### src/rtl/stream_find_and_replace_assert.svh
// Assertion macros shared by the modules of the find-and-replace block.
// Every macro samples on the rising edge of clk and is disabled while rst is high.
`ifndef STREAM_FIND_AND_REPLACE_ASSERT_SVH
`define STREAM_FIND_AND_REPLACE_ASSERT_SVH

// A property that must hold at every clock edge.
`define SFR_ASSERT(label, prop, msg) \
  label: assert property (@(posedge clk) disable iff (rst) (prop)) else $error(msg);

// A condition that must be followed by another one in the next cycle.
`define SFR_ASSERT_NEXT(label, cond, nxt, msg) \
  label: assert property (@(posedge clk) disable iff (rst) (cond) |=> (nxt)) else $error(msg);

`endif

### src/rtl/sfr_pkg.sv
`default_nettype none

package sfr_pkg;

  localparam int DATA_W = 64;
  localparam int LEN_W  = 4;
  localparam int ADDR_W = 5;

  localparam logic [1:0] REG_PATTERN_BYTES     = 2'd0;
  localparam logic [1:0] REG_PATTERN_LENGTH    = 2'd1;
  localparam logic [1:0] REG_REPLACEMENT_BYTES = 2'd2;
  localparam logic [1:0] REG_REPLACEMENT_LEN   = 2'd3;

  // Settings as the engine sees them: lengths already clamped to their legal range.
  typedef struct packed {
    logic [DATA_W-1:0] pattern;
    logic [LEN_W-1:0]  plen;
    logic [DATA_W-1:0] repl;
    logic [LEN_W-1:0]  rlen;
    logic              clear;
  } cfg_t;

endpackage

`default_nettype wire

### src/rtl/sfr_if.sv
`default_nettype none

interface sfr_text_if;
  logic       valid;
  logic       ready;
  logic [7:0] text_byte;
  logic       text_last;

  modport source (output valid, output text_byte, output text_last, input ready);
  modport sink (input valid, input text_byte, input text_last, output ready);
endinterface

interface sfr_result_if;
  logic       valid;
  logic       ready;
  logic [7:0] out_byte;
  logic       out_valid;
  logic       out_last;

  modport source (output valid, output out_byte, output out_valid, output out_last,
                  input ready);
  modport sink (input valid, input out_byte, input out_valid, input out_last,
                output ready);
endinterface

`default_nettype wire

### src/rtl/sfr_cmp.sv
`default_nettype none

// Compares the first m window bytes against the start of the pattern.
module sfr_cmp
  import sfr_pkg::*;
#(
  parameter int PATTERN_MAX = 8
) (
  input  wire logic [7:0]        win [PATTERN_MAX],
  input  wire logic [DATA_W-1:0] pattern,
  input  wire logic [LEN_W-1:0]  m,
  output logic                   match
);

  logic [PATTERN_MAX-1:0] eq;

  always_comb begin
    for (int i = 0; i < PATTERN_MAX; i++) begin
      eq[i] = (LEN_W'(i) >= m) || (win[i] == pattern[8*i +: 8]);
    end
  end

  assign match = &eq;

endmodule

`default_nettype wire

### src/rtl/sfr_regs.sv
`default_nettype none

module sfr_regs
  import sfr_pkg::*;
#(
  parameter int PATTERN_MAX = 8,
  parameter int REPLACE_MAX = 8
) (
  input  wire logic              clk,
  input  wire logic              rst,
  input  wire logic              psel,
  input  wire logic              penable,
  input  wire logic              pwrite,
  input  wire logic [ADDR_W-1:0] paddr,
  input  wire logic [DATA_W-1:0] pwdata,
  output logic      [DATA_W-1:0] prdata,
  output logic                   pready,
  output cfg_t                   cfg
);

  logic [DATA_W-1:0] pattern_bytes;
  logic [LEN_W-1:0]  pattern_length;
  logic [DATA_W-1:0] replacement_bytes;
  logic [LEN_W-1:0]  replacement_length;
  logic              wr;
  logic [1:0]        idx;

  assign pready = 1'b1;
  assign wr     = psel && penable && pwrite;
  assign idx    = paddr[4:3];

  always_ff @(posedge clk) begin
    if (rst) begin
      pattern_bytes      <= '0;
      pattern_length     <= LEN_W'(1);
      replacement_bytes  <= '0;
      replacement_length <= '0;
    end else if (wr) begin
      case (idx)
        REG_PATTERN_BYTES:     pattern_bytes      <= pwdata;
        REG_PATTERN_LENGTH:    pattern_length     <= pwdata[LEN_W-1:0];
        REG_REPLACEMENT_BYTES: replacement_bytes  <= pwdata;
        REG_REPLACEMENT_LEN:   replacement_length <= pwdata[LEN_W-1:0];
        default: ;
      endcase
    end
  end

  always_comb begin
    case (idx)
      REG_PATTERN_BYTES:     prdata = pattern_bytes;
      REG_PATTERN_LENGTH:    prdata = DATA_W'(pattern_length);
      REG_REPLACEMENT_BYTES: prdata = replacement_bytes;
      REG_REPLACEMENT_LEN:   prdata = DATA_W'(replacement_length);
      default:               prdata = '0;
    endcase
  end

  always_comb begin
    cfg.pattern = pattern_bytes;
    cfg.repl    = replacement_bytes;
    if (pattern_length == '0) begin
      cfg.plen = LEN_W'(1);
    end else if (pattern_length > LEN_W'(PATTERN_MAX)) begin
      cfg.plen = LEN_W'(PATTERN_MAX);
    end else begin
      cfg.plen = pattern_length;
    end
    if (replacement_length > LEN_W'(REPLACE_MAX)) begin
      cfg.rlen = LEN_W'(REPLACE_MAX);
    end else begin
      cfg.rlen = replacement_length;
    end
    // A new pattern makes the held bytes meaningless, so they are dropped.
    cfg.clear = wr && (idx == REG_PATTERN_BYTES || idx == REG_PATTERN_LENGTH);
  end

endmodule

`default_nettype wire

### src/rtl/sfr_engine.sv
`default_nettype none

`include "stream_find_and_replace_assert.svh"

module sfr_engine
  import sfr_pkg::*;
#(
  parameter int PATTERN_MAX = 8,
  parameter int REPLACE_MAX = 8
) (
  input  wire logic  clk,
  input  wire logic  rst,
  input  wire cfg_t  cfg,
  sfr_text_if.sink   text,
  sfr_result_if.source result
);

  localparam int IDX_W  = (PATTERN_MAX > 1) ? $clog2(PATTERN_MAX) : 1;
  localparam int RIDX_W = (REPLACE_MAX > 1) ? $clog2(REPLACE_MAX) : 1;

  localparam logic [1:0] ST_IDLE  = 2'd0;
  localparam logic [1:0] ST_CHECK = 2'd1;
  localparam logic [1:0] ST_REPL  = 2'd2;
  localparam logic [1:0] ST_FLUSH = 2'd3;

  logic [1:0]        state, state_next;
  logic [7:0]        win [PATTERN_MAX];
  logic [LEN_W-1:0]  cnt, cnt_next;
  logic [LEN_W-1:0]  n;
  logic              last_r;
  logic [RIDX_W-1:0] ridx, ridx_next;
  logic              ridx_last;

  logic              ov;
  logic [7:0]        ob;
  logic              ovld;
  logic              olast;

  logic              slot_free;
  logic              match;
  logic              full;
  logic              load;
  logic              shift;
  logic              emit;
  logic [7:0]        e_byte;
  logic              e_vld;
  logic              e_last;

  sfr_cmp #(
    .PATTERN_MAX(PATTERN_MAX)
  ) u_cmp (
    .win    (win),
    .pattern(cfg.pattern),
    .m      (cnt),
    .match  (match)
  );

  assign slot_free  = !ov || result.ready;
  assign full       = match && (cnt == cfg.plen);
  assign text.ready = (state == ST_IDLE);
  assign n          = (cfg.clear || cnt >= cfg.plen) ? '0 : cnt;
  assign ridx_last  = ({{(LEN_W-RIDX_W){1'b0}}, ridx} + LEN_W'(1)) == cfg.rlen;

  always_comb begin
    state_next = state;
    cnt_next   = cnt;
    ridx_next  = ridx;
    load       = 1'b0;
    shift      = 1'b0;
    emit       = 1'b0;
    e_byte     = win[0];
    e_vld      = 1'b1;
    e_last     = 1'b0;
    case (state)
      ST_IDLE: begin
        if (cfg.clear) begin
          cnt_next = '0;
        end
        if (text.valid) begin
          load       = 1'b1;
          cnt_next   = n + LEN_W'(1);
          state_next = ST_CHECK;
        end
      end
      ST_CHECK: begin
        if (full) begin
          cnt_next   = '0;
          ridx_next  = '0;
          state_next = ST_REPL;
        end else if (last_r) begin
          // Nothing can match any more: the whole window goes out in order.
          state_next = ST_FLUSH;
        end else if (match) begin
          state_next = ST_IDLE;
        end else if (slot_free) begin
          // The head byte cannot start a match; send it and try the next alignment.
          emit     = 1'b1;
          shift    = 1'b1;
          cnt_next = cnt - LEN_W'(1);
        end
      end
      ST_REPL: begin
        if (cfg.rlen == '0) begin
          if (!last_r) begin
            state_next = ST_IDLE;
          end else if (slot_free) begin
            emit       = 1'b1;
            e_byte     = '0;
            e_vld      = 1'b0;
            e_last     = 1'b1;
            state_next = ST_IDLE;
          end
        end else if (slot_free) begin
          emit      = 1'b1;
          e_byte    = cfg.repl[{ridx, 3'b000} +: 8];
          e_last    = last_r && ridx_last;
          ridx_next = ridx + RIDX_W'(1);
          if (ridx_last) begin
            state_next = ST_IDLE;
          end
        end
      end
      ST_FLUSH: begin
        if (slot_free) begin
          emit     = 1'b1;
          shift    = 1'b1;
          e_last   = (cnt == LEN_W'(1));
          cnt_next = cnt - LEN_W'(1);
          if (cnt == LEN_W'(1)) begin
            state_next = ST_IDLE;
          end
        end
      end
      default: begin
        state_next = ST_IDLE;
      end
    endcase
  end

  always_ff @(posedge clk) begin
    if (rst) begin
      state <= ST_IDLE;
      cnt   <= '0;
      ov    <= 1'b0;
    end else begin
      state <= state_next;
      cnt   <= cnt_next;
      if (emit) begin
        ov <= 1'b1;
      end else if (result.ready) begin
        ov <= 1'b0;
      end
    end
  end

  always_ff @(posedge clk) begin
    ridx <= ridx_next;
    if (load) begin
      win[n[IDX_W-1:0]] <= text.text_byte;
      last_r            <= text.text_last;
    end
    if (shift) begin
      for (int i = 0; i < PATTERN_MAX - 1; i++) begin
        win[i] <= win[i+1];
      end
    end
    if (emit) begin
      ob    <= e_byte;
      ovld  <= e_vld;
      olast <= e_last;
    end
  end

  assign result.valid     = ov;
  assign result.out_byte  = ob;
  assign result.out_valid = ovld;
  assign result.out_last  = olast;

  `SFR_ASSERT(a_cnt_bound, cnt <= LEN_W'(PATTERN_MAX), "window count beyond its depth")
  `SFR_ASSERT(a_flush_nonempty, state != ST_FLUSH || cnt != '0, "flush with an empty window")
  `SFR_ASSERT(a_marker_final, !ov || ovld || olast, "empty marker beat not marked last")
  `SFR_ASSERT_NEXT(a_accept_check, text.valid && text.ready, state == ST_CHECK,
                   "accepted byte not followed by a window check")

endmodule

`default_nettype wire

### src/rtl/stream_find_and_replace.sv
`default_nettype none

// Streaming literal find-and-replace. Text enters one byte per beat on the text channel, and every
// leftmost, non-overlapping occurrence of the programmed pattern (1 to 8 bytes) is replaced by the
// programmed replacement (0 to 8 bytes); all other bytes leave unchanged and in order on the result
// channel, one byte per beat. Up to pattern_length-1 bytes that may still start a match are held
// back. The beat with text_last flushes them and carries out_last on the final result; if it yields
// no character, a single beat with out_valid 0 and out_last 1 marks the end. A new byte is accepted
// only while the engine is idle, after the previous byte has been checked and every byte it released
// or every replacement byte has been sent. The engine has a single window comparator, which checks
// one alignment per cycle while the output slot is free, and a one-deep output register, which sends
// one byte per cycle while the result channel is ready.
// Registers sit at byte addresses 0, 8, 16 and 24 on the 64-bit APB port. Writing the pattern or
// its length drops the held bytes; program the block only while it is idle.
module stream_find_and_replace
  import sfr_pkg::*;
#(
  parameter int PATTERN_MAX = 8,
  parameter int REPLACE_MAX = 8
) (
  input  wire logic              clk,
  input  wire logic              rst,
  input  wire logic              psel,
  input  wire logic              penable,
  input  wire logic              pwrite,
  input  wire logic [ADDR_W-1:0] paddr,
  input  wire logic [DATA_W-1:0] pwdata,
  output logic      [DATA_W-1:0] prdata,
  output logic                   pready,
  sfr_text_if.sink               text,
  sfr_result_if.source           result
);

  cfg_t cfg;

  sfr_regs #(
    .PATTERN_MAX(PATTERN_MAX),
    .REPLACE_MAX(REPLACE_MAX)
  ) u_regs (
    .clk    (clk),
    .rst    (rst),
    .psel   (psel),
    .penable(penable),
    .pwrite (pwrite),
    .paddr  (paddr),
    .pwdata (pwdata),
    .prdata (prdata),
    .pready (pready),
    .cfg    (cfg)
  );

  sfr_engine #(
    .PATTERN_MAX(PATTERN_MAX),
    .REPLACE_MAX(REPLACE_MAX)
  ) u_engine (
    .clk   (clk),
    .rst   (rst),
    .cfg   (cfg),
    .text  (text),
    .result(result)
  );

endmodule

`default_nettype wire
### src/flat_wrapper.sv
// flat-port wrapper written by rule: the top's interface ports become plain ports
module stream_find_and_replace_flat import sfr_pkg::*;
#(
  parameter int PATTERN_MAX = 8,
  parameter int REPLACE_MAX = 8
)
  (clk, rst, psel, penable, pwrite, paddr, pwdata, prdata, pready, text_valid, text_text_byte, text_text_last, text_ready, result_valid, result_out_byte, result_out_valid, result_out_last, result_ready);
  sfr_text_if text_i ();
  sfr_result_if result_i ();
  input  wire logic clk;
  input  wire logic rst;
  input  wire logic psel;
  input  wire logic penable;
  input  wire logic pwrite;
  input  wire logic [ADDR_W-1:0] paddr;
  input  wire logic [DATA_W-1:0] pwdata;
  output logic      [DATA_W-1:0] prdata;
  output logic pready;
  input wire logic [$bits(text_i.valid)-1:0] text_valid;
  input wire logic [$bits(text_i.text_byte)-1:0] text_text_byte;
  input wire logic [$bits(text_i.text_last)-1:0] text_text_last;
  output wire logic [$bits(text_i.ready)-1:0] text_ready;
  output wire logic [$bits(result_i.valid)-1:0] result_valid;
  output wire logic [$bits(result_i.out_byte)-1:0] result_out_byte;
  output wire logic [$bits(result_i.out_valid)-1:0] result_out_valid;
  output wire logic [$bits(result_i.out_last)-1:0] result_out_last;
  input wire logic [$bits(result_i.ready)-1:0] result_ready;
  assign text_i.valid = text_valid;
  assign text_i.text_byte = text_text_byte;
  assign text_i.text_last = text_text_last;
  assign text_ready = text_i.ready;
  assign result_valid = result_i.valid;
  assign result_out_byte = result_i.out_byte;
  assign result_out_valid = result_i.out_valid;
  assign result_out_last = result_i.out_last;
  assign result_i.ready = result_ready;
  stream_find_and_replace #(.PATTERN_MAX(PATTERN_MAX), .REPLACE_MAX(REPLACE_MAX)) u_core (.clk(clk), .rst(rst), .psel(psel), .penable(penable), .pwrite(pwrite), .paddr(paddr), .pwdata(pwdata), .prdata(prdata), .pready(pready), .text(text_i), .result(result_i));
endmodule
### config.mk
export PLATFORM = sky130hd
export DESIGN_NAME = stream_find_and_replace_flat
export DESIGN_NICKNAME = d
export VERILOG_FILES = /design/src/rtl/sfr_pkg.sv /design/src/rtl/sfr_if.sv /design/src/rtl/sfr_cmp.sv /design/src/rtl/sfr_regs.sv /design/src/rtl/sfr_engine.sv /design/src/rtl/stream_find_and_replace.sv /design/src/flat_wrapper.sv
export VERILOG_INCLUDE_DIRS = /design/src /design/src/rtl
export SDC_FILE = /design/constraint.sdc
export NUM_CORES = 1
export LEC_CHECK = 0
export BUFFER_PORTS_ARGS = -buffer_cell sky130_fd_sc_hd__clkbuf_2
export CORE_ASPECT_RATIO = 0.75
export CORE_MARGIN = 2
export CORE_UTILIZATION = 58
export DETAILED_ROUTE_END_ITERATION = 10
export GPL_TIMING_DRIVEN = 0
export MAX_ROUTING_LAYER = met4
export PLACE_DENSITY = 0.82
export RECOVER_POWER = 25
export SLEW_MARGIN = 20
export SYNTH_ARGS = -nofsm -noshare
export SYNTH_HDL_FRONTEND = slang
export SYNTH_SLANG_ARGS = --single-unit
### constraint.sdc
create_clock -name clk -period 4.3 [get_ports clk]
set_input_delay 0 -clock clk [delete_from_list [all_inputs] [get_ports clk]]
set_output_delay 0 -clock clk [all_outputs]
set_load 0.01 [all_outputs]
# Word level (Yosys, flattened, before mapping)
# Cells that the tools add are included.
[word_totals]
register_bits = 221
input_bits = 85
out_inout_bits = 77
wordCells = 159
[op_classes]
addsub = 4
magnitude_cmp = 13
n_eq_ne = 30
shifts = 1
n_mux = 55
bitwise_logic = 1
reduce_logical = 35
[op_table]
columns = ["cell", "count"]
rows = [
  ["$pmux W64 S4", 1],
  ["$bwmux W64", 1],
  ["$eq A8 B8 Y1", 8],
  ["$mux W64", 1],
  ["$shiftx A64 B7 Y8", 1],
  ["$mux W56", 1],
  ["$mux W8", 6],
  ["$mux W4", 10],
  ["$demux W8 S3", 1],
  ["$mux W2", 11],
  ["$ge A3 B4 Y1 const A", 4],
  ["$ne A3 B3 Y1 const B", 5],
  ["$mux W1", 14],
  ["$ne A2 B2 Y1 const B", 6],
  ["$pmux W4 S3", 1],
  ["$logic_or A1 B1 Y1", 11],
  ["$mux W3", 3],
  ["$eq A2 B2 Y1 const B", 4],
  ["$eq A4 B4 Y1", 2],
  ["$ge A1 B4 Y1 const A", 2],
  ["$ge A2 B4 Y1 const A", 2],
  ["$gt A4 B4 Y1 const B", 2],
  ["$logic_not A4 Y1", 2],
  ["$pmux W2 S4", 1],
  ["other kinds (25)", 39],
]

# Logic depth before layout (Yosys ltp)
# Gate-level depths: netlist of the first run.
[depth]
ltp_word = 14
ltp_mapped = 14
depth_no_buf = 14

# Hierarchy
# From an unflattened synthesis of the first run, not the netlist that was laid out.
[unflattened]
hier_cells = 1217
hier_area_um2 = 11837.6
[modules_own_cells]
columns = ["module", "instances", "cells_per_inst", "area_per_inst_um2", "seq_area_each_um2"]
rows = [
  ["sfr_regs", 1, 745, 6673.9, 2722.6],
  ["sfr_engine", 1, 376, 4399.2, 2482.4],
  ["sfr_cmp", 1, 96, 764.5, 0.0],
]

# Worst setup path after synthesis of the first run
# Ideal clock, no wire load.
[synth_timing]
path_type = "reg2reg"
start = "reg u_core.u_engine.cnt[0] (netlist name)"
end = "reg u_core.u_engine.win[0] (netlist name), enable pin"
arrival_ns = 2.692
setup_slack_ns = 1.225
stages_incl_launch_ff = 10
path_buffers = 0
path_cell_list = "dfxtp_1 -> inv_1 -> ha_1 -> nand2b_1 -> a21o_1 -> a21o_1 -> a211oi_2 -> and2_1 -> nand2_1 -> nor3_1"
[synth_lines]
columns = ["element", "line", "source"]
rows = [
  ["end signal, assigned by index", "sfr_engine.sv:159", "win[n[IDX_W-1:0]] <= text.text_byte;"],
  ["end signal, assigned by index", "sfr_engine.sv:164", "win[i] <= win[i+1];"],
  ["end, declared", "sfr_engine.sv:27", "logic [7:0] win [PATTERN_MAX];"],
]

# Worst setup path after layout of the first run
[layout_timing]
start = "reg u_core.u_engine.cnt[0]"
end = "reg u_core.u_engine.win[23] (netlist name), enable pin"
[layout_via]
elab_chain_len = 8
elab_cells_between_ends = 24
[layout_rtl]
columns = ["element", "line", "source"]
rows = [
  ["start, declared", "sfr_engine.sv:28", "logic [LEN_W-1:0] cnt, cnt_next;"],
  ["start signal, assigned", "sfr_engine.sv:147", "cnt <= cnt_next;"],
  ["$ge A1 B4 Y1 (tied with other cells)", "sfr_cmp.sv:19", "eq[i] = (LEN_W'(i) >= m) || (win[i] == pattern[8*i +: 8]);"],
  ["$logic_or A1 B1 Y1", "sfr_cmp.sv:19", ""],
  ["$reduce_and A8 Y1", "sfr_cmp.sv:23", "assign match = &eq;"],
  ["$mux W1", "sfr_engine.sv:93", "end else if (match) begin"],
  ["$mux W1", "sfr_engine.sv:90", "end else if (last_r) begin"],
  ["$mux W1 (*)", "sfr_engine.sv:86", "if (full) begin"],
  ["$pmux W1 S2 (*)", "sfr_engine.sv:74", "case (state)"],
  ["$reduce_bool A2 Y1 (no source line) (*)", "n/a", ""],
]
# Every way passes the cells marked *; elsewhere a longest branch is shown, timed or not.
# A chain may end at the register's enable or synchronous reset.

==> flow_metrics.tcl, run 1 <==
set metrics [dict create \
    p_per_area_nw_per_um2 440 \
    clock_path_buffers 3 \
    synth_seq_cells 221 \
    synth_flop_cell "dfxtp_1" \
    finalSetupViolCount 0 \
    avgSynthCellArea_um2 9.44 \
    syn_inst 1156 \
    routabilityCongestion 0.965 \
    cts-htree-levels 1 \
    drc 0 \
    die_w_um 162 \
    dieHeight_um 123 \
    synth-simple-area-share_pct 16.9 \
    crit_path_start_kind "flip-flop" \
    async_reset_ff_share_pct 0 \
    antenna_found_initial 1 \
    wl_um 35800 \
    grt_pass1_vias 9297 \
    cts_made_buffers 22 \
    synth_seq_area_share_pct 47.7 \
    yosysTopAreaCell "dfxtp_1" \
    cts_tree "yes" \
    tns_ps 0 \
    critical_path_arrival_ps 3940 \
    power_leakage_nw 5.15 \
    hold_slack_ps 26.8 \
    fmaxAchievable_ghz 0.266 \
    synthAdderAreaFrac_pct 1.15 \
    core_um2 18500 \
    status "finished clean" \
    layout.nets 1509 \
    area_growth_syn_to_layout_pct 23.0 \
    synth_top_family_by_area "simple AND/OR/NAND/NOR gates" \
    grt_use_total_pct 36.3 \
    cts_hold_buf 79 \
    drive_gt1_share_pct 15.0 \
    clk_pin_slew_ps 70 \
    end_kind "flip-flop" \
    clkLatencyLatePin_ps 520 \
    slew_headroom_pct 35.6 \
    final_area_um2 13400 \
    ys_warn_count 0 \
    cts_sinks 221 \
    io_pins 162 \
    cp_common_cell "a21o_1" \
    grt_pass1_wl_um 52800 \
    worst_slew_pin_slew_ps 966 \
    first_iter_violations 1197 \
    syn_area_um2 10900 \
    slew_violations 0 \
    rsz0062_at_grt "false" \
    maxCapViolCount 0 \
    min_period_ps 3760 \
    ant_nets 0 \
    fin_ws_ps 542 \
    fillers 1322 \
    grt_start_max_net_pins 15 \
    start_util_pct 59.1 \
    hold_viol 0 \
    vias_per_cell 6.08 \
    period_share_pct 87.4 \
    place_hpwl_um 25400 \
    cts.repair.resized 0 \
    synth.distinct_cells 64 \
    postPlaceCellArea_um2 12000 \
    synth_top_area_share_pct 26.2 \
    peakVddDrop_mv 0.318 \
    avgRoutedWirePerCell_um 21.3 \
    drtPass1Iterations 5 \
    synth_edf_count 78 \
    slowest_delay_ps 580 \
    cp_max_fo 9 \
    crit_type "flip-flop to flip-flop" \
    power_w 0.00590 \
    cp.required_ps 4480 \
    dpl_worst_slack_ps 533 \
    crit_slowest_cell "dfxtp_1" \
    cts_root_buffer "clkbuf_16" \
    grt_overflow 0 \
    die_area_um2 19900 \
    finClkSkew_ps 9.40 \
    fp-row-count 43 \
    worstHoldPathType "primary input to flip-flop" \
    port_buffers 154 \
    vias 10200 \
    synth_fp_nets 1251 \
    netlist_top_cells_area "dfxtp_1 26%, edfxtp_1 21%, nand2_1 9.7%, mux2i_1 6.7%, a21oi_1 6.3%" \
    synth_xor_area_share_pct 5.54 \
    post_cts_buffers 0 \
    path_cells "inv_1 -> ha_1 -> nand2b_1 -> a21o_1 -> a21o_1 -> a211oi_2 -> nand2_2 -> nor3_2 -> or2_1" \
    synthMuxAreaShare_pct 10.8 \
    synth_compound_area_share_pct 14.3 \
]
## placed cells by master, fill, tap and decap left out, types with 3 or more instances in the layout
cell type        n
nand2_1        283
dfxtp_1        143
a21oi_1        137
clkbuf_2       130
clkbuf_1        85
nor2_1          79
dlygate4sd3_1   79
edfxtp_1        78
mux2i_1         73
a22o_1          56
xnor2_1         35
xor2_1          34
clkbuf_16       22
mux4_2          20
buf_1           13
nand4_1         11
o21ai_0         10
ha_1            10
nand2b_1         9
nand3_1          9
nor4_1           8
inv_1            8
buf_6            8
nor2b_1          5
clkinv_2         5
buf_2            4
o32ai_1          4
or2_1            4
or2_2            4
clkinv_1         4
a31oi_1          3
nor3_2           3
nor2_2           3
o21ba_2          3
a2bb2oi_1        3
## cell usage after synthesis (5+ instances only)
cell	number
edfxtp_1	78
nor2_1	80
buf_1	13
xor2_1	34
mux2i_1	73
nor2b_1	5
inv_1	8
nor4_1	8
nand2b_1	9
nand2_1	283
ha_1	10
clkbuf_1	54
o21ai_0	10
dfxtp_1	143
a21oi_1	137
nand3_1	9
mux4_2	20
buf_6	7
a22o_1	56
xnor2_1	35
nand4_1	11
## cells by family after synthesis
| family | count (synthesis) |
|---|---|
| compound gates | 241 |
| xor+xnor | 69 |
| fa+ha+maj | 10 |
| buf+inv | 87 |
| flops | 221 |
| mux | 93 |
| other cells | 1 |
| simple gates | 434 |
## routing by layer
| layer | track usage, % | vias to the layer above | wire (µm) |
|---|---|---|---|
| met2 | 54.6 | 671 | 15800 |
| met5 | - | - | 0 |
| met3 | 7.74 | 96 | 4030 |
| li1 | - | 4569 | - |
| met4 | 13.9 | 0 | 1430 |
| met1 | 48.5 | 4867 | 14500 |
## worst paths after layout
| path | from | to | slack [ps] | depth (start not counted) |
|---|---|---|---|---|
| worst max-delay path | u_core.u_engine.cnt[0] | u_core.u_engine.win[23] | 540 | 9 |
| worst max register to register | u_core.u_engine.cnt[0] | u_core.u_engine.win[23] | 540 | 9 |
| worst min-delay path | pwrite | u_core.u_regs.pattern_length[3] | 30 | 5 |
| worst min register to register | u_core.u_regs.replacement_bytes[16] | u_core.u_regs.replacement_bytes[16] | 480 | 2 |
## layout make-up
cell class	count	area, µm²	area share (%)
diodes	2	5.00	0.0373
plain buffers	79	358	2.67
flip-flops and latches	221	5200	38.8
inverters	8	30.0	0.224
well taps	247	309	2.30
clock buffers	29	577	4.30
clock inverters	11	63.8	0.475
multi-input cells	848	5330	39.7
repair buffers	234	1540	11.5
## registers in the layout (all words and copies together), names as in the netlist
name                              count
u_core.u_regs.replacement_length      4
u_core.u_engine.win                  64
u_core.u_engine.last_r                1
u_core.u_engine.result.out_byte       8
u_core.u_regs.pattern_length          4
u_core.u_engine.cnt                   4
u_core.u_regs.replacement_bytes      64
u_core.u_engine.state                 2
u_core.u_engine.result.out_valid      1
u_core.u_engine.result.out_last       1
u_core.u_engine.ridx                  3
u_core.u_engine.result.valid          1
u_core.u_regs.pattern_bytes          64
## power breakdown
group,total (W),leakage [nW],internal [W],switching (W)
Clock,0.00178,0.312,0.000950,0.000833
Sequential,0.00268,1.89,0.00249,0.000183
Combinational,0.00144,2.95,0.000609,0.000833
## critical path, delay by kind of cell, from the launching register on
| family | cells | cell delay (ps) |
|---|---|---|
| and+or+nand+nor | 4 | 1390 |
| buffers and inverters | 1 | 240 |
| DFF | 1 | 580 |
| AOI/OAI and AO/OA | 3 | 830 |
| adders and majority gates | 1 | 370 |
## stage by stage
stage	instances	utilization, %
5_1_grt	1678	72.7
4_1_cts	1677	72.8
3_5_place_dp	1558	65.1
3_3_place_gp	1557	65.0
6_report	1679	72.7
2_1_floorplan	1156	-
Power figures use the tool's default switching activity.
==> inputs of run 2 (changes only) <==
--- a/config.mk
+++ b/config.mk
@@ -15,3 +15,3 @@
 export MAX_ROUTING_LAYER = met4
-export PLACE_DENSITY = 0.82
+export PLACE_DENSITY = 0.81
 export RECOVER_POWER = 25
@@ -20,2 +20,3 @@
 export SYNTH_HDL_FRONTEND = slang
+export SYNTH_HIERARCHICAL = 1
 export SYNTH_SLANG_ARGS = --single-unit
--- a/constraint.sdc
+++ b/constraint.sdc
@@ -3,2 +3,2 @@
 set_output_delay 0 -clock clk [all_outputs]
-set_load 0.01 [all_outputs]
+set_load 0.1 [all_outputs]
==> flow_metrics.tcl, run 2 <==
set metrics [dict create \
    cp_max_fo 10 \
    drc 0 \
    grt_overflow 0 \
    min_period_ps 3430 \
    cts.repair.resized 0 \
    maxCapViolCount 0 \
    port_buffers 157 \
    layout.nets 1567 \
    switching_power_w 0.00188 \
    min_from "result_ready" \
    syn_area_um2 11800 \
    top_regs "u_core/u_engine/win (64), u_core/u_regs/pattern_bytes (64), u_core/u_regs/replacement_bytes (64)" \
    slew_headroom_pct 20.7 \
    finClkSkew_ps 28.7 \
    clk_pin_slew_ps 70 \
    io_pins 162 \
    seqPwrFrac_pct 43.8 \
    synth_edf_count 78 \
    die_area_um2 21600 \
    critPathTopFamily "simple AND/OR/NAND/NOR gates" \
    clkLatencyLatePin_ps 530 \
    peakVddDrop_mv 0.300 \
    vias_per_cell 6.19 \
    dieHeight_um 128 \
    synth_fp_nets 1310 \
    ant_nets 0 \
    path_cells "xnor2_1 -> nand4_1 -> nor4_1 -> o2111ai_1 -> nor3_1 -> nor2_1 -> o21ai_1 -> nand2b_1 -> buf_2 -> o21ai_0" \
    cts_tree "yes" \
    synth_seq_area_share_pct 44.0 \
    grt_use_total_pct 36.8 \
    netlist_top_cells_area "dfxtp_1 24%, edfxtp_1 20%, mux2i_1 12%, nand2b_1 7.3%, o21ai_1 4.4%" \
    fmaxAchievable_ghz 0.291 \
    clock_path_buffers 3 \
    synth_flop_cell "dfxtp_1" \
    yosysTopAreaCell "dfxtp_1" \
    routabilityCongestion 0.935 \
    hold_slack_ps 60.7 \
    cts_sinks 221 \
    tns_ps 0 \
    crit_slowest_cell "nor3_1" \
    power_w 0.00586 \
    first_iter_violations 1627 \
    r2r_start "u_core/u_engine/win[56]" \
    synth_top_area_share_pct 24.2 \
    critical_path_arrival_ps 3550 \
    area_growth_syn_to_layout_pct 21.4 \
    placed_cells 1632 \
    synth_seq_cells 221 \
    die_w_um 169 \
    syn_inst 1217 \
    synth.distinct_cells 56 \
    p_clk_share_pct 33.6 \
    intPower_w 0.00397 \
    grt_pass1_wl_um 58700 \
    pwr-share-comb_pct 22.6 \
    status "finished clean" \
    avgRoutedWirePerCell_um 22.3 \
    setup.worst_path.start "u_core/u_engine/win[56]" \
    end_kind "flip-flop" \
    crit_type "flip-flop to flip-flop" \
    slew_violations 0 \
    cts_root_buffer "clkbuf_16" \
    finalSetupViolCount 0 \
    vias 10800 \
    drtPass1Iterations 6 \
    core_um2 20100 \
    synth.most_common_cell "dfxtp_1" \
    cts_made_buffers 23 \
    drive_gt1_share_pct 13.7 \
    ys_warn_count 6 \
    async_reset_ff_share_pct 0 \
    grt_pass1_vias 10300 \
    avgSynthCellArea_um2 9.73 \
    p_per_area_nw_per_um2 408 \
    period_share_pct 79.8 \
    antenna_found_initial 1 \
    final_common_cell "dfxtp_1" \
    hold_viol 0 \
    place_hpwl_um 27800 \
    rsz0062_at_grt "false" \
    crit_buf_inv 1 \
    slowest_delay_ps 500 \
    power_leakage_nw 5.66 \
    worst_slew_pin_slew_ps 1200 \
    wl_um 39000 \
    switching_share_pct 32.1 \
    grt_start_max_net_pins 15 \
    worstHoldPathType "primary input to flip-flop" \
    final_cells 1750 \
    crit_path_start_kind "flip-flop" \
    fp-row-count 45 \
    cp.required_ps 4420 \
    start_util_pct 58.9 \
    cts-htree-levels 1 \
    final_cell_mix "143 x dfxtp_1, 139 x nand2b_1, 139 x mux2i_1, 107 x clkbuf_1, 106 x o21ai_0" \
    synth_common_cells "143 x dfxtp_1, 139 x mux2i_1, 139 x nand2b_1" \
]
run 2: cell count changes after synthesis, moves of 23 or more:
cell,change
o21ai_0,+78
xnor2_1,+23
nand2b_1,+130
nand2_1,-212
mux2i_1,+66
a22o_1,-40
o21ai_1,+103
buf_2,+25
nor2b_1,+65
a21oi_1,-132
xor2_1,-23
run 2: kinds of logic after synthesis:
kind of cell | after synthesis | share of synthesized area [%]
XOR/XNOR | 69 | 5.11
multiplexers | 159 | 15.6
AND/OR/NAND/NOR | 416 | 19.0
flip-flops | 221 | 44.0
other | 1 | 0.0317
buffers and inverters | 98 | 3.86
AO/OA/AOI/OAI | 245 | 11.6
adder cells (fa/ha/maj) | 8 | 0.846
run 2: layout make-up:
type                       instances  area [µm²]
clock buffer                      28         641
buffer                            87         413
timing repair buffer             232        1470
fill                            1509        5730
antenna                            1        2.50
sequential                       221        5200
clock inverter                    14        98.8
tap                              258         323
multi-input combinational        898        6180
inverter                          11        41.3
run 2: final timing paths:
kind,endpoint,slack (ps),cells past startpoint
max,u_core/u_engine/win[47],870,10
max reg2reg,u_core/u_engine/win[47],870,10
min,u_core/u_engine/state[1],60,5
min reg2reg,u_core/u_regs/pattern_bytes[24],510,2
run 2: timing repair:
item,in CTS,in global routing
setup buffers,0,0
endpoints found under the hold margin,168,0
hold buffers,75,0
run 2: through the flow:
| stage | utilization [%] | worst slack (ps) | area [µm²] |
|---|---|---|---|
| after global placement | 64.4 | 938 | 12900 |
| after global routing | 71.5 | 535 | 14400 |
| after detailed placement | 64.4 | 814 | 12900 |
| after floorplan | - | 872 | 11800 |
| final | 71.5 | 867 | 14400 |
| after CTS | 71.8 | 764 | 14400 |
run 2: power groups by stage:
stage	Combinational (W)	Sequential (W)	Clock, W
after detailed placement	0.00123	0.00260	0
after CTS	0.00130	0.00256	0.00197
after floorplan	0.000801	0.00268	0
after global placement	0.00120	0.00259	0
final	0.00132	0.00257	0.00197
after global routing	0.00142	0.00258	0.00206
run 2: worst min-delay path, stage by stage:
cell and delay, ps:
clkbuf_2 90, nor2b_1 40, clkbuf_1 190, nor2_1 130, a211oi_1 70
run 2: metal layers:
metal	track usage (%)	share of wire, %	vias up
met2	56.0	44	833
met5	-	0	-
li1	-	-	4802
met1	50.1	40	5089
met3	6.70	13	111
met4	12.4	3.5	0
==> inputs of run 3 (changes only) <==
CORE_UTILIZATION = 53   (was 58)
PLACE_DENSITY = 0.78   (was 0.81)
clock period = 2.9 ns   (was 4.3 ns; I/O delays follow)
==> flow_metrics.tcl, run 3 (same netlist as run 2, synthesis figures left out) <==
set metrics [dict create \
    status "finished, violations left" \
    violations "negative setup slack" \
    cts-htree-levels 1 \
    hold_slack_ps 90.7 \
    maxCapViolCount 0 \
    layout.nets 1581 \
    clk_pin_slew_ps 70 \
    period_share_pct 104 \
    final_common_cell "clkbuf_2" \
    hold_viol 0 \
    grt_overflow 0 \
    p_per_area_nw_per_um2 611 \
    critical_path_arrival_ps 3460 \
    power_w 0.00901 \
    grt_use_total_pct 34.0 \
    peakVddDrop_mv 0.393 \
    die_w_um 177 \
    cts_made_buffers 22 \
    end_kind "flip-flop" \
    cts_root_buffer "clkbuf_16" \
    min_period_ps 3010 \
    fp-row-count 47 \
    drc 0 \
    avgRoutedWirePerCell_um 22.0 \
    fmaxAchievable_ghz 0.332 \
    finClkSkew_ps 10.1 \
    grt_start_max_net_pins 16 \
    port_buffers 157 \
    drtPass1Iterations 6 \
    fin_ws_ps -112 \
    clkLatencyLatePin_ps 520 \
    place_hpwl_um 28500 \
    multiInputGateArea_um2 6300 \
    ff_latch_area_um2 5210 \
    core_um2 22000 \
    io_pins 162 \
    top_regs "u_core/u_engine/win (64), u_core/u_regs/pattern_bytes (64), u_core/u_regs/replacement_bytes (64)" \
    cts_sinks 221 \
    wl_um 39600 \
    postPlaceCellArea_um2 13000 \
    crit_type "flip-flop to flip-flop" \
    area_growth_syn_to_layout_pct 24.7 \
    grt_pass1_wl_um 58800 \
    grt_pass1_vias 10100 \
    finalSetupViolCount 66 \
    final_area_um2 14800 \
    rsz0062_at_grt "true" \
    cts_tree "yes" \
    die_area_um2 23600 \
    vias 10800 \
    slew_violations 0 \
    worstHoldPathType "primary input to flip-flop" \
    clock_path_buffers 3 \
    ant_nets 0 \
    first_iter_violations 1554 \
    start_util_pct 53.8 \
    cp.required_ps 3350 \
    tns_ps -1330 \
    crit_path_start_kind "flip-flop" \
    cp_max_fo 3 \
    routabilityCongestion 0.974 \
    antenna_found_initial 0 \
    fillers 1714 \
    drive_gt1_share_pct 18.7 \
    slew_headroom_pct 44.8 \
    power_leakage_nw 5.95 \
    worst_slew_pin_slew_ps 825 \
    vias_per_cell 5.98 \
    dieHeight_um 133 \
    final_cell_mix "147 x clkbuf_2, 141 x dfxtp_1, 139 x mux2i_1, 138 x nand2b_1, 109 x o21ai_0" \
]
run 3: power by group:
part / total (W) / switching, W / internal, W
Clock: 0.00295 / 0.00124 / 0.00172
Combinational: 0.00225 / 0.00141 / 0.000848
Sequential: 0.00381 / 0.000232 / 0.00358
Total: 0.00901 / 0.00287 / 0.00614
run 3: repair_timing:
item,4_1_cts,5_1_grt
hold buffers,75,0
resized for setup,28,29
endpoints found under the setup margin,127,126
pin swaps,8,7
setup buffers,6,9
hold endpoints to repair,168,0
run 3: final timing paths:
check / slack [ps] / end / startpoint / depth (start not counted)
hold / removal: 90 / u_core/u_engine/state[1] / result_ready / 5
hold reg to reg: 510 / u_core/u_regs/pattern_bytes[25] / u_core/u_regs/pattern_bytes[25] / 2
setup reg to reg: -110 / u_core/u_engine/cnt[2] / u_core/u_engine/win[43] / 11
setup / recovery: -110 / u_core/u_engine/cnt[2] / u_core/u_engine/win[43] / 11
run 3: area by class of cell:
class,count,area share (%)
antenna,1,0.0170
buffer,87,2.99
clock buffer,27,4.28
clock inverter,13,0.746
inverter,11,0.280
multi-input combinational,898,42.7
sequential,221,35.3
tap,294,2.49
timing repair buffer,247,11.3
run 3: per-stage QoR:
step,util (%),std cells,setup slack (ps)
after global placement,59.1,1668,-558
after floorplan,-,1217,85.1
final,67.1,1799,-112
after CTS,66.5,1789,-30.9
after global routing,67.1,1798,-238
after detailed placement,59.1,1668,-619
run 3: critical path: stages, from the launching register on:
cell,delay [ps]
edfxtp_1,440
xnor2_1,170
nand4_1,200
a2111oi_2,370
a211oi_1,100
nor3_2,290
buf_4,180
inv_2,40
or3_4,360
and3_4,190
or4_1,410
a31oi_1,180
run 3: per-layer routing:
metal / wire [µm] / GRT usage, %
met5: 0 / -
met4: 1830 / 12.8
met3: 4810 / 7.28
met2: 17000 / 49.7
met1: 15900 / 46.3
